File: config.mk
export PLATFORM = sky130hd
export DESIGN_NAME = mmc_spi_block_reader
export DESIGN_NICKNAME = d
export VERILOG_FILES = /design/src/rtl/mmcsbr_pkg.sv /design/src/rtl/mmc_spi_block_reader.sv
export SDC_FILE = /design/constraint.sdc
export NUM_CORES = 1
export LEC_CHECK = 0
export ABC_AREA = 0
export BUFFER_PORTS_ARGS = -buffer_cell sky130_fd_sc_hd__buf_2
export CORE_ASPECT_RATIO = 1.2
export CORE_UTILIZATION = 30
export CTS_BUF_LIST = sky130_fd_sc_hd__clkbuf_4 sky130_fd_sc_hd__clkbuf_8 sky130_fd_sc_hd__clkbuf_16
export CTS_CLUSTER_SIZE = 28
export DETAILED_ROUTE_END_ITERATION = 10
export SETUP_SLACK_MARGIN = 0.5
export SLEW_MARGIN = 40
export SYNTH_ARGS = -nofsm -noshare
export SYNTH_HDL_FRONTEND = slang
export SYNTH_SLANG_ARGS = --single-unit
File: constraint.sdc
create_clock -name clk -period 2.7 [get_ports clk]
set_input_delay 0.135 -clock clk [delete_from_list [all_inputs] [get_ports clk]]
set_output_delay 0.135 -clock clk [all_outputs]
set_load 0.02 [all_outputs]
File: src/rtl/mmcsbr_pkg.sv
`default_nettype none

package mmcsbr_pkg;

  // Default geometry
  localparam int BLOCK_BYTES_DEF  = 512;
  localparam int WINDOW_BYTES_DEF = 32;

  // Configuration register indexes
  localparam logic [1:0] REG_DUMMY_BYTES = 2'd0;
  localparam logic [1:0] REG_OP_RETRIES  = 2'd1;
  localparam logic [1:0] REG_RESP_POLLS  = 2'd2;

  localparam logic [7:0] DUMMY_BYTES_RST = 8'd10;
  localparam logic [7:0] OP_RETRIES_RST  = 8'd255;
  localparam logic [7:0] RESP_POLLS_RST  = 8'd255;

  // Request opcodes
  localparam logic [1:0] OP_INIT = 2'd0;
  localparam logic [1:0] OP_READ = 2'd1;
  localparam logic [1:0] OP_RX   = 2'd2;

  // SPI bytes
  localparam logic [7:0] CMD0_CODE  = 8'h40;
  localparam logic [7:0] CMD1_CODE  = 8'h41;
  localparam logic [7:0] CMD17_CODE = 8'h51;
  localparam logic [7:0] CMD_CRC    = 8'h95;
  localparam logic [7:0] IDLE_BYTE  = 8'hFF;
  localparam logic [7:0] START_TOKEN = 8'hFE;
  localparam logic [7:0] R1_IDLE    = 8'h01;

  // Error codes
  localparam logic [2:0] ERR_NONE      = 3'd0;
  localparam logic [2:0] ERR_IDLE_RESP = 3'd1;
  localparam logic [2:0] ERR_INIT_TMO  = 3'd2;
  localparam logic [2:0] ERR_READ_RESP = 3'd3;
  localparam logic [2:0] ERR_TOKEN     = 3'd4;
  localparam logic [2:0] ERR_OFFSET    = 3'd5;

endpackage

`default_nettype wire

File: src/rtl/mmc_spi_block_reader.sv
`default_nettype none

// MMC/SD host in SPI mode, byte-driven. Each request (opcode 0 init, 1 read,
// 2 received byte) yields exactly one response naming the next SPI transfer
// (tx_valid, tx_byte, select_active) plus any captured window byte and the
// completion status. Each request passes through a single response
// register, so a new request can be accepted every cycle while the response
// stage is empty or being drained; no reset sweep is needed. Init sends
// dummy bytes with select off, CMD0 (expects 0x01) and then retries CMD1
// until the card answers 0 or the retry limit runs out. A read issues CMD17
// for the block-aligned address, waits (without limit) for the 0xFE token,
// and delivers WINDOW_BYTES bytes starting at the address offset; an offset
// whose window would cross the block end fails at once with error 5.
module mmc_spi_block_reader
  import mmcsbr_pkg::*;
#(
  parameter int BLOCK_BYTES  = BLOCK_BYTES_DEF,
  parameter int WINDOW_BYTES = WINDOW_BYTES_DEF,
  localparam int IDX_W = (WINDOW_BYTES > 1) ? $clog2(WINDOW_BYTES) : 1
) (
  input  wire logic             clk,
  input  wire logic             rst,
  // configuration
  input  wire logic             cfg_write,
  input  wire logic [1:0]       cfg_index,
  input  wire logic [7:0]       cfg_data,
  // request channel
  input  wire logic             in_valid,
  output logic                  in_ready,
  input  wire logic [1:0]       opcode,
  input  wire logic [31:0]      address,
  input  wire logic [7:0]       rx_byte,
  // response channel
  output logic                  out_valid,
  input  wire logic             out_ready,
  output logic                  tx_valid,
  output logic [7:0]            tx_byte,
  output logic                  select_active,
  output logic                  data_valid,
  output logic [7:0]            data_byte,
  output logic [IDX_W-1:0]      data_index,
  output logic                  done_res,
  output logic [2:0]            error_code
);

  localparam int OFF_W  = $clog2(BLOCK_BYTES);
  localparam int CNT_B  = $clog2(BLOCK_BYTES + 2);
  localparam int CNT_W  = (CNT_B > 8) ? CNT_B : 8;
  localparam int SUM_W  = $clog2(BLOCK_BYTES + WINDOW_BYTES) + 1;
  localparam logic [CNT_W-1:0] LAST_POS = CNT_W'(BLOCK_BYTES + 1);

  localparam logic [3:0] PH_IDLE   = 4'd0;
  localparam logic [3:0] PH_DUMMY  = 4'd1;
  localparam logic [3:0] PH_CMD0   = 4'd2;
  localparam logic [3:0] PH_RESP0  = 4'd3;
  localparam logic [3:0] PH_OPSEP  = 4'd4;
  localparam logic [3:0] PH_CMD1   = 4'd5;
  localparam logic [3:0] PH_RESP1  = 4'd6;
  localparam logic [3:0] PH_PRE    = 4'd7;
  localparam logic [3:0] PH_CMD17  = 4'd8;
  localparam logic [3:0] PH_RESP17 = 4'd9;
  localparam logic [3:0] PH_TOKEN  = 4'd10;
  localparam logic [3:0] PH_DATA   = 4'd11;

  typedef struct packed {
    logic             tx_valid;
    logic [7:0]       tx_byte;
    logic             select_active;
    logic             data_valid;
    logic [7:0]       data_byte;
    logic [IDX_W-1:0] data_index;
    logic             done_res;
    logic [2:0]       error_code;
  } res_t;

  // configuration
  logic [7:0] dummy_bytes, op_retries, resp_polls;

  // control state
  logic [3:0]       phase, phase_next;
  logic [CNT_W-1:0] byte_counter, byte_counter_next;
  logic [7:0]       poll_counter, poll_counter_next;
  logic [7:0]       retry_counter, retry_counter_next;
  logic [31:0]      block_address, block_address_next;
  logic [OFF_W-1:0] window_offset, window_offset_next;

  res_t res, res_next;
  logic accept;

  assign in_ready = !out_valid || out_ready;
  assign accept   = in_valid && in_ready;

  always_ff @(posedge clk) begin
    if (rst) begin
      dummy_bytes <= DUMMY_BYTES_RST;
      op_retries  <= OP_RETRIES_RST;
      resp_polls  <= RESP_POLLS_RST;
    end else if (cfg_write) begin
      unique case (cfg_index)
        REG_DUMMY_BYTES: dummy_bytes <= cfg_data;
        REG_OP_RETRIES:  op_retries  <= cfg_data;
        REG_RESP_POLLS:  resp_polls  <= cfg_data;
        default: ;
      endcase
    end
  end

  // next frame byte of a command, k = position in the 6-byte frame
  function automatic logic [7:0] frame_byte(input logic [3:0] ph, input logic [2:0] k,
                                            input logic [31:0] baddr);
    logic [7:0] b;
    b = 8'h00;
    if (k == 3'd5) begin
      b = CMD_CRC;
    end else if (ph == PH_CMD17) begin
      unique case (k)
        3'd0:    b = CMD17_CODE;
        3'd1:    b = baddr[31:24];
        3'd2:    b = baddr[23:16];
        3'd3:    b = baddr[15:8];
        3'd4:    b = baddr[7:0];
        default: b = 8'h00;
      endcase
    end else if (k == 3'd0) begin
      b = (ph == PH_CMD0) ? CMD0_CODE : CMD1_CODE;
    end
    return b;
  endfunction

  always_comb begin
    logic [7:0]       limit;
    logic [OFF_W-1:0] off;
    logic [SUM_W-1:0] win_sum;
    logic [CNT_W-1:0] win_lo, win_hi;
    logic [7:0]       retry_inc;
    logic             inwin;

    phase_next         = phase;
    byte_counter_next  = byte_counter;
    poll_counter_next  = poll_counter;
    retry_counter_next = retry_counter;
    block_address_next = block_address;
    window_offset_next = window_offset;
    res_next           = '0;

    limit     = (resp_polls == 8'd0) ? 8'd1 : resp_polls;
    off       = address[OFF_W-1:0];
    win_sum   = SUM_W'(off) + SUM_W'(WINDOW_BYTES);
    win_lo    = CNT_W'(window_offset);
    win_hi    = CNT_W'(window_offset) + CNT_W'(WINDOW_BYTES);
    retry_inc = retry_counter + 8'd1;
    inwin     = (byte_counter >= win_lo) && (byte_counter < win_hi);

    priority if (opcode == OP_INIT) begin
      retry_counter_next = '0;
      poll_counter_next  = '0;
      if (dummy_bytes == 8'd0) begin
        phase_next        = PH_CMD0;
        byte_counter_next = '0;
        res_next.tx_valid = 1'b1;
        res_next.tx_byte  = CMD0_CODE;
        res_next.select_active = 1'b1;
      end else begin
        phase_next        = PH_DUMMY;
        byte_counter_next = CNT_W'(1);
        res_next.tx_valid = 1'b1;
        res_next.tx_byte  = IDLE_BYTE;
      end
    end else if (opcode == OP_READ) begin
      if (win_sum > SUM_W'(BLOCK_BYTES)) begin
        phase_next          = PH_IDLE;
        res_next.done_res   = 1'b1;
        res_next.error_code = ERR_OFFSET;
      end else begin
        window_offset_next = off;
        block_address_next = {address[31:OFF_W], {OFF_W{1'b0}}};
        poll_counter_next  = '0;
        phase_next         = PH_PRE;
        byte_counter_next  = '0;
        res_next.tx_valid  = 1'b1;
        res_next.tx_byte   = IDLE_BYTE;
      end
    end else if (opcode == OP_RX && phase != PH_IDLE) begin
      unique case (phase)
        PH_DUMMY: begin
          res_next.tx_valid = 1'b1;
          if (byte_counter < CNT_W'(dummy_bytes)) begin
            byte_counter_next = byte_counter + CNT_W'(1);
            res_next.tx_byte  = IDLE_BYTE;
          end else begin
            phase_next        = PH_CMD0;
            byte_counter_next = '0;
            res_next.tx_byte  = CMD0_CODE;
            res_next.select_active = 1'b1;
          end
        end
        PH_CMD0, PH_CMD1, PH_CMD17: begin
          res_next.tx_valid      = 1'b1;
          res_next.select_active = 1'b1;
          if (byte_counter < CNT_W'(5)) begin
            byte_counter_next = byte_counter + CNT_W'(1);
            res_next.tx_byte  = frame_byte(phase, byte_counter[2:0] + 3'd1, block_address);
          end else begin
            phase_next        = phase + 4'd1;
            poll_counter_next = 8'd1;
            res_next.tx_byte  = IDLE_BYTE;
          end
        end
        PH_RESP0, PH_RESP1, PH_RESP17: begin
          if (rx_byte != IDLE_BYTE || poll_counter >= limit) begin
            // response byte decides
            if (phase == PH_RESP0) begin
              if (rx_byte != R1_IDLE) begin
                phase_next          = PH_IDLE;
                res_next.done_res   = 1'b1;
                res_next.error_code = ERR_IDLE_RESP;
              end else begin
                retry_counter_next = '0;
                if (op_retries == 8'd0) begin
                  phase_next          = PH_IDLE;
                  res_next.done_res   = 1'b1;
                  res_next.error_code = ERR_INIT_TMO;
                end else begin
                  phase_next        = PH_OPSEP;
                  res_next.tx_valid = 1'b1;
                  res_next.tx_byte  = IDLE_BYTE;
                end
              end
            end else if (phase == PH_RESP1) begin
              if (rx_byte == 8'h00) begin
                phase_next        = PH_IDLE;
                res_next.done_res = 1'b1;
              end else begin
                retry_counter_next = retry_inc;
                if (retry_inc >= op_retries) begin
                  phase_next          = PH_IDLE;
                  res_next.done_res   = 1'b1;
                  res_next.error_code = ERR_INIT_TMO;
                end else begin
                  phase_next        = PH_OPSEP;
                  res_next.tx_valid = 1'b1;
                  res_next.tx_byte  = IDLE_BYTE;
                end
              end
            end else begin
              if (rx_byte != 8'h00) begin
                phase_next          = PH_IDLE;
                res_next.done_res   = 1'b1;
                res_next.error_code = ERR_READ_RESP;
              end else begin
                phase_next             = PH_TOKEN;
                res_next.tx_valid      = 1'b1;
                res_next.tx_byte       = IDLE_BYTE;
                res_next.select_active = 1'b1;
              end
            end
          end else begin
            poll_counter_next      = poll_counter + 8'd1;
            res_next.tx_valid      = 1'b1;
            res_next.tx_byte       = IDLE_BYTE;
            res_next.select_active = 1'b1;
          end
        end
        PH_OPSEP: begin
          phase_next             = PH_CMD1;
          byte_counter_next      = '0;
          res_next.tx_valid      = 1'b1;
          res_next.tx_byte       = CMD1_CODE;
          res_next.select_active = 1'b1;
        end
        PH_PRE: begin
          res_next.tx_valid = 1'b1;
          if (byte_counter == '0) begin
            byte_counter_next = CNT_W'(1);
            res_next.tx_byte  = IDLE_BYTE;
          end else begin
            phase_next             = PH_CMD17;
            byte_counter_next      = '0;
            res_next.tx_byte       = CMD17_CODE;
            res_next.select_active = 1'b1;
          end
        end
        PH_TOKEN: begin
          if (rx_byte == START_TOKEN) begin
            phase_next             = PH_DATA;
            byte_counter_next      = '0;
            res_next.tx_valid      = 1'b1;
            res_next.tx_byte       = IDLE_BYTE;
            res_next.select_active = 1'b1;
          end else if (rx_byte == IDLE_BYTE) begin
            res_next.tx_valid      = 1'b1;
            res_next.tx_byte       = IDLE_BYTE;
            res_next.select_active = 1'b1;
          end else begin
            phase_next          = PH_IDLE;
            res_next.done_res   = 1'b1;
            res_next.error_code = ERR_TOKEN;
          end
        end
        PH_DATA: begin
          if (inwin) begin
            res_next.data_valid = 1'b1;
            res_next.data_byte  = rx_byte;
            res_next.data_index = IDX_W'(byte_counter - win_lo);
          end
          // block bytes then two CRC bytes
          if (byte_counter >= LAST_POS) begin
            phase_next        = PH_IDLE;
            res_next.done_res = 1'b1;
          end else begin
            byte_counter_next      = byte_counter + CNT_W'(1);
            res_next.tx_valid      = 1'b1;
            res_next.tx_byte       = IDLE_BYTE;
            res_next.select_active = 1'b1;
          end
        end
        default: begin
          phase_next = PH_IDLE;
        end
      endcase
    end else begin
      // stray byte: all-zero response, no state change
      res_next = '0;
    end
  end

  always_ff @(posedge clk) begin
    if (rst) begin
      phase         <= PH_IDLE;
      byte_counter  <= '0;
      poll_counter  <= '0;
      retry_counter <= '0;
      block_address <= '0;
      window_offset <= '0;
      out_valid     <= 1'b0;
    end else begin
      if (accept) begin
        phase         <= phase_next;
        byte_counter  <= byte_counter_next;
        poll_counter  <= poll_counter_next;
        retry_counter <= retry_counter_next;
        block_address <= block_address_next;
        window_offset <= window_offset_next;
      end
      if (in_ready) begin
        out_valid <= in_valid;
      end
    end
  end

  always_ff @(posedge clk) begin
    if (accept) begin
      res <= res_next;
    end
  end

  assign tx_valid      = res.tx_valid;
  assign tx_byte       = res.tx_byte;
  assign select_active = res.select_active;
  assign data_valid    = res.data_valid;
  assign data_byte     = res.data_byte;
  assign data_index    = res.data_index;
  assign done_res      = res.done_res;
  assign error_code    = res.error_code;

endmodule

`default_nettype wire

After elaboration in Yosys (flattened, before gate mapping)
Cells that the tools add are included.
{"block": "op_classes", "add_sub_neg": 8, "n_lt_le_gt_ge": 8, "eq_ne": 37, "mux": 98, "bitwise": 5, "reduce_logical": 35}
{"op": "8-bit 2-to-1 mux", "count": 22}
{"op": "10-bit 2-to-1 mux", "count": 14}
{"op": "4-bit 2-to-1 mux", "count": 26}
{"op": "9-bit 2-to-1 mux", "count": 8}
{"op": "10-bit one-hot mux with 7 select lines", "count": 1}
{"op": "10-bit one-hot mux with 6 select lines", "count": 1}
{"op": "4-bit != test (second input constant)", "count": 9}
{"op": "8-bit logical NOT", "count": 4}
{"op": "8-bit one-hot mux with 4 select lines", "count": 1}
{"op": "14-bit 2-to-1 mux", "count": 2}
{"op": "28-bit 2-to-1 mux", "count": 1}
{"op": "4-bit one-hot mux with 7 select lines", "count": 1}
{"op": "9-bit by 6-bit adder with 10-bit output (second input constant)", "count": 2}
{"op": "8-bit by 1-bit adder with 8-bit output (second input constant)", "count": 2}
{"op": "4-bit by 3-bit == test with 1-bit output (second input constant)", "count": 4}
{"op": "4-bit == test (second input constant)", "count": 4}
{"op": "8-bit == test (second input constant)", "count": 2}
{"op": "8-bit greater-or-equal comparator", "count": 2}
{"op": "8-bit one-hot mux with 2 select lines", "count": 1}
{"op": "8-bit AND reduction", "count": 2}
{"op": "8-bit nonzero test", "count": 2}
{"op": "15-bit 2-to-1 mux", "count": 1}
{"op": "3-bit 2-to-1 mux", "count": 5}
{"op": "10-bit by 1-bit adder with 10-bit output (second input constant)", "count": 1}
{"op": "other kinds (43)", "count": 73}
{"block": "totals", "regBits": 115, "inputBits": 57}

Longest topological paths before layout
Gate-level depths: netlist of the first run.
{"block": "depth", "depth_word": 12, "mapped_depth": 12, "ltp_nobuf": 12}

Worst setup path after synthesis of the first run
No wires, ideal clock.
{"block": "synth_path", "path_kind": "reg2reg", "startpoint": "register retry_counter[2]", "endpoint": "register res, in the netlist tx_byte[0] (data pin)", "setup_time_ns": 0.275, "arrival_ns": 2.642, "required_time_ns": 2.425, "setup_slack_ns": -0.216, "stages_incl_launch_ff": 12, "period_less_slack_ns": 2.916, "path_cell_list": "dfxtp_1 > nand3_1 > or2_2 > nor2_1 > xor2_1 > ha_1 > nand3_1 > o31a_1 > o22a_1 > nor3_1 > and3_1 > o21ai_1"}
{"item": "from (decl)", "line_no": "mmc_spi_block_reader.sv:83", "text": "logic [7:0] retry_counter, retry_counter_next;"}
{"item": "from (signal assigned)", "line_no": "mmc_spi_block_reader.sv:341", "text": "retry_counter <= retry_counter_next;"}
{"item": "to (signal assigned)", "line_no": "mmc_spi_block_reader.sv:353", "text": "res <= res_next;"}
{"item": "to (decl)", "line_no": "mmc_spi_block_reader.sv:87", "text": "res_t res, res_next;"}

==> results of run 1 <==
-- cells in the mapped netlist (all sizes together), types with 12 or more instances --
cell	number
inv	51
mux2i	19
clkbuf	29
xnor2	12
o21ai	45
edfxtp	28
a21oi	57
dfxtp	87
nor3	13
o211ai	25
ha	51
nand2	101
nor2	73
nor2b	13
nand3	26
-- flip-flops by register name, indices dropped and copies added, names as in the netlist --
name and cells:
retry_counter 8, op_retries 8, tx_byte 8, out_valid 1, resp_polls 8, tx_valid 1, data_byte 8, window_offset 9
block_address 23, dummy_bytes 8, data_valid 1, error_code 3, done_res 1, poll_counter 8, data_index 5, select_active 1
byte_counter 10, phase 4
-- worst reg2reg max path, cell delays in order, from the launching register on --
cell,delay [ns]
dfxtp_4,0.38
nand3_2,0.08
or2_4,0.27
nor2_4,0.09
xor2_1,0.08
ha_1,0.31
nand3_1,0.08
o31a_1,0.25
o22a_2,0.23
nor3_4,0.27
buf_12,0.17
and3_4,0.18
o21ai_2,0.05
-- cells by family (layout without fill, tap and decap cells) --
| kind of cell | Yosys count | after routing | share of synthesized area (%) |
|---|---|---|---|
| AND/OR/NAND/NOR | 302 | 303 | 21.6 |
| multiplexers | 20 | 20 | 2.95 |
| XOR/XNOR | 16 | 16 | 2.05 |
| AO/OA/AOI/OAI | 210 | 210 | 21.0 |
| adder cells (fa/ha/maj) | 52 | 52 | 9.63 |
| buffers and inverters | 88 | 290 | 5.01 |
| flip-flops | 115 | 115 | 37.8 |
-- report_power, final --
part / internal (mW) / switching [mW] / total, mW
registers: 1.83 / 0.0426 / 1.88
clock network: 1.39 / 0.828 / 2.22
logic: 0.405 / 0.546 / 0.951
-- final cells by class --
cell class              count  area (um2)
flip-flops and latches    115        2610
multi-input cells         601        4510
clock buffers              21         490
well taps                 279         349
fillers                  2171       12600
repair buffers            205        1490
clock inverters            11        98.8
inverters                  53         210
-- through the flow --
step	hold WS [ns]	worst slack (ns)	cell area [um2]	util, %	TNS [ns]
finish	0.0222	-0.0000331	9760	43.6	-0.0000331
floorplan	0.264	0.217	7130	-	0
global placement	0.368	0.0657	8090	36.2	0
global route	0.0344	-0.108	9760	43.6	-1.06
CTS	0.00355	0.0885	9450	42.2	0
detailed placement	0.375	0.0170	8090	36.2	0
-- worst paths after layout --
check | slack (ns) | endpoint | cells after the start | startpoint
max | -0.00003 | tx_byte[0]$_DFFE_PP_ | 12 | retry_counter[0]$_SDFFE_PP0P_
min reg2reg | 0.45 | window_offset[2]$_SDFFE_PP0P_ | 2 | window_offset[2]$_SDFFE_PP0P_
max reg2reg | -0.00003 | tx_byte[0]$_DFFE_PP_ | 12 | retry_counter[0]$_SDFFE_PP0P_
min | 0.02 | out_valid$_SDFFE_PP0N_ | 3 | out_ready
-- layer usage --
layer	global-route usage, %	vias to the layer above	routed length [um]
li1	-	3321	-
met1	21.1	3137	8860
met2	32.3	190	10900
met3	3.72	42	1040
met4	8.98	0	600
met5	0	-	0
-- repair_timing --
| item | CTS | global route |
|---|---|---|
| setup buffers | 22 | 9 |
| gates cloned | 2 | 1 |
| pin swaps | 28 | 29 |
| resized for setup | 44 | 54 |
| hold endpoints to repair | 51 | 0 |
| endpoints found under the setup margin | 57 | 74 |
| hold buffers | 41 | 0 |
==> impl_metrics.yaml, run 1 <==
clock_tree:
  clock_sinks: 115
  ctsRootBufferMaster: "clkbuf_16"
  cts_buffer_depth: 2
  insertion_delay_ns: 0.42
  path_clk_slew_ns: 0.06
  cts_tree: "yes"
  cts_buffers: 17
  h-tree-depth: 4
synth:
  synth.net_count: 912
  ys_seq_elements: 115
  synth.avg_cell_area_um2: 8.51
  synth_top_area_share_pct: 25.5
  yosys.area.top_type: "dfxtp_1"
  synth_area_leaders: "dfxtp_1 (25%), edfxtp_1 (12%), ha_1 (9.3%), nand2_1 (5.5%), a21oi_1 (4.2%)"
  netlist_area_um2: 6840
  async_flop_share_pct: 0
  yosysWarnings: 0
  ys.flop_type: "dfxtp_1"
  synthCells: 803
  ys_types: 74
  synth_edf_count: 28
  ys_seq_area_share_pct: 37.8
grt:
  grt_usage_pct: 18.4
  grt_max_degree: 56
  grt_overflow: 0
  antenna_found_initial: 0
  grt_first_pass_wirelength_um: 33600
  first_global_vias: 6681
sta:
  maxSlewViolCount: 0
  worstMarginPinSlew_ns: 0.755
  slew_headroom_pct: 49.7
  hold_violations: 0
  max_freq_mhz: 370
  rsz0062_at_grt: "yes"
  skew_ns: 0.00951
  period_needed_ns: 2.70
  timing.final.crit_share_pct: 100
  setup_ws_ns: -0.0000331
  setup_viol: 1
critical_path:
  cp.required_ns: 2.85
  end_kind: "flip-flop"
  critical_path_peak_fanout: 5
  cp_top_family: "simple AND/OR/NAND/NOR gates"
  path_cells: "nand3_2, or2_4, nor2_4, xor2_1, ha_1, nand3_1, o31a_1, o22a_2, nor3_4, buf_12, and3_4, o21ai_2"
  cp_num_buf_inv: 1
  cp.arrival_ns: 2.85
  crit_slowest_cell: "dfxtp_4"
  critPathKind: "reg2reg"
  cpPeakStageDelay_ns: 0.38
  cp-start-kind: "flip-flop"
floorplanning:
  fp.dieW_um: 140
  pin_count: 87
  die_y_um: 167
  coreArea_um2: 22400
  std_cell_rows: 60
  start_util_pct: 30.6
  die_area_um2: 23400
pwr:
  ir_drop_v: 0.000480
  power_density_nw_per_um2: 517
  power_mw: 5.05
  power_leakage_nw: 3.97
min_path:
  hp-class: "in2reg"
place:
  hpwl_um: 15100
  gp_congestion: 0.912
  placed_cells: 1178
  port-buffer-count: 86
routing:
  drt_iter0_drc: 515
  firstDrtPassIters: 7
  antenna_left: 0
  viasPerCell: 5.21
  wl_per_cell_um: 16.6
  num_vias: 6690
  routed_wl_um: 21400
  drc_errors: 0
layout:
  area_growth_pct: 42.7
  final_cells: 1285
  nNetsFinal: 1102
  mostFrequentLayoutCell: "nand2_1"
  mostFrequentLayoutCells: "nand2_1 (98), buf_2 (86), dfxtp_1 (76)"
  layout-drive-gt1-share_pct: 32.0
  n_antenna_cell: 0
status:
  status: "finished, violations left"
  violations: "negative setup slack"
run:
  drv_cap: 0
No activity file was read; power rests on OpenSTA's default activity.
==> run 2: changes to the inputs <==
==> constraint.sdc (replaced) <==
create_clock -name clk -period 2.7 [get_ports clk]
set_input_delay 0.135 -clock clk [delete_from_list [all_inputs] [get_ports clk]]
set_output_delay 0.135 -clock clk [all_outputs]
set_load 0.1 [all_outputs]
==> impl_metrics.yaml, run 2 (synthesized netlist as in run 1, its figures left out) <==
status:
  status: "finished, violations left"
  violations: "design-rule violations"
clock_tree:
  clock_sinks: 115
  h-tree-depth: 4
  cts_buffers: 17
  cts_tree: "yes"
  path_clk_slew_ns: 0.05
  insertion_delay_ns: 0.42
  cts_buffer_depth: 2
  ctsRootBufferMaster: "clkbuf_16"
layout:
  n_antenna_cell: 0
  mostFrequentLayoutCells: "nand2_1 (101), buf_2 (86), dfxtp_1 (77)"
  nNetsFinal: 1112
  layout-drive-gt1-share_pct: 32.9
  mostFrequentLayoutCell: "nand2_1"
  final_cells: 1294
  largest_registers: "block_address: 23 flops, byte_counter: 10 flops, window_offset: 9 flops"
  post-route-util_pct: 44.7
  largest_reg_flops: 23
  nFillCells: 2144
  regMostFlops: "block_address"
  area_growth_pct: 46.4
floorplanning:
  start_util_pct: 30.6
  std_cell_rows: 60
  coreArea_um2: 22400
  die_area_um2: 23400
  pin_count: 87
  die_y_um: 167
  fp.dieW_um: 140
pwr:
  power_leakage_nw: 4.06
  power_density_nw_per_um2: 526
  ir_drop_v: 0.000502
sta:
  slew_headroom_pct: 52.1
  worstMarginPinSlew_ns: 0.719
  fin_hold_ws_ns: 0.0140
  period_needed_ns: 2.68
  setup_viol: 0
  rsz0062_at_grt: "yes"
  hold_violations: 0
  max_freq_mhz: 373
  timing.final.crit_share_pct: 99.2
  maxSlewViolCount: 0
  skew_ns: 0.00827
grt:
  antenna_found_initial: 0
  first_global_vias: 6746
  grt_first_pass_wirelength_um: 34200
  grt_max_degree: 56
  grt_overflow: 0
  grt_usage_pct: 18.6
min_path:
  holdPathEnd: "op_retries[5]$_SDFFE_PP1P_"
  whs_path_depth: 3
  worstHoldStart: "cfg_data[5]"
  hp-class: "in2reg"
routing:
  antenna_left: 0
  viasPerCell: 5.24
  firstDrtPassIters: 8
  wl_per_cell_um: 16.7
  drc_errors: 1
  drt_iter0_drc: 321
  num_vias: 6777
  routed_wl_um: 21600
place:
  hpwl_um: 15500
  gp_congestion: 0.922
  port-buffer-count: 86
  placed_cells: 1188
critical_path:
  r2r_start: "retry_counter[2]$_SDFFE_PP0P_"
  critical_path_peak_fanout: 5
  critPathKind: "reg2reg"
  rr_endpoint: "tx_byte[0]$_DFFE_PP_"
  end_kind: "flip-flop"
  r2r_cells: 12
  cp-start-kind: "flip-flop"
  cp.arrival_ns: 2.82
  cp.required_ns: 2.84
  r2r_setup_slack_ns: 0.02
run:
  drv_cap: 0
==> run 2: stage by stage <==
| step | power, mW | worst slack, ns | instance area (um2) | TNS [ns] |
|---|---|---|---|---|
| after global routing | 5.46 | -0.0822 | 10000 | -0.675 |
| after CTS | 5.23 | 0.109 | 9580 | 0 |
| final | 5.27 | 0.0219 | 10000 | 0 |
| after global placement | 2.86 | 0.0572 | 8180 | 0 |
| after detailed placement | 2.86 | 0.0276 | 8190 | 0 |
| after floorplan | 2.57 | 0.217 | 7130 | 0 |
==> run 2: final cells by class <==
type / instances / area (um2) / share of cell area (%)
multi-input combinational: 600 / 4610 / 46.0
sequential: 115 / 2620 / 26.1
timing repair buffer: 216 / 1650 / 16.4
clock buffer: 25 / 504 / 5.04
tap: 279 / 349 / 3.49
inverter: 53 / 211 / 2.11
clock inverter: 6 / 80.1 / 0.800
==> run 2: repair_timing <==
| item | in CTS | in global routing |
|---|---|---|
| cloned | 1 | 3 |
| buffers inserted | 22 | 9 |
| gates resized for setup | 61 | 61 |
| endpoints found under the hold margin | 44 | 0 |
| endpoints found under the setup margin | 57 | 66 |
| hold buffers | 40 | 0 |
| pin swaps | 31 | 30 |
==> run 2: where the power goes <==
| group | switching (mW) | internal (mW) |
|---|---|---|
| combinational | 0.723 | 0.431 |
| sequential | 0.0411 | 1.83 |
| clock | 0.769 | 1.47 |
==> run 2: worst max-delay path, cell delays in order (launching register included) <==
cell	delay, ns
dfxtp_4	0.37
nand3_4	0.07
or2_4	0.26
nor2_4	0.11
xor2_2	0.08
ha_1	0.31
nand3_1	0.08
o31a_1	0.26
o22a_2	0.23
nor3_4	0.26
buf_12	0.16
and3_1	0.15
o21ai_1	0.06
==> run 2: worst max path at each step <==
stage | slack, ns | from | endpoint
floorplan | 0.22 | retry_counter[2]$_SDFFE_PP0P_ | tx_byte[0]$_DFFE_PP_
global placement | 0.06 | retry_counter[1]$_SDFFE_PP0P_ | tx_byte[0]$_DFFE_PP_
detailed placement | 0.03 | retry_counter[1]$_SDFFE_PP0P_ | tx_byte[0]$_DFFE_PP_
CTS | 0.11 | retry_counter[2]$_SDFFE_PP0P_ | tx_byte[0]$_DFFE_PP_
global route | -0.08 | resp_polls[4]$_SDFFE_PP1P_ | tx_byte[0]$_DFFE_PP_
finish | 0.02 | retry_counter[2]$_SDFFE_PP0P_ | tx_byte[0]$_DFFE_PP_
==> run 2: layer usage <==
metal / vias up / part of all wire (%) / global-route usage (%)
met3: 49 / 4.1 / 3.86
met1: 3212 / 43 / 21.7
met4: 0 / 3.5 / 8.79
met2: 187 / 49 / 32.3
li1: 3329 / - / -
met5: - / 0 / 0
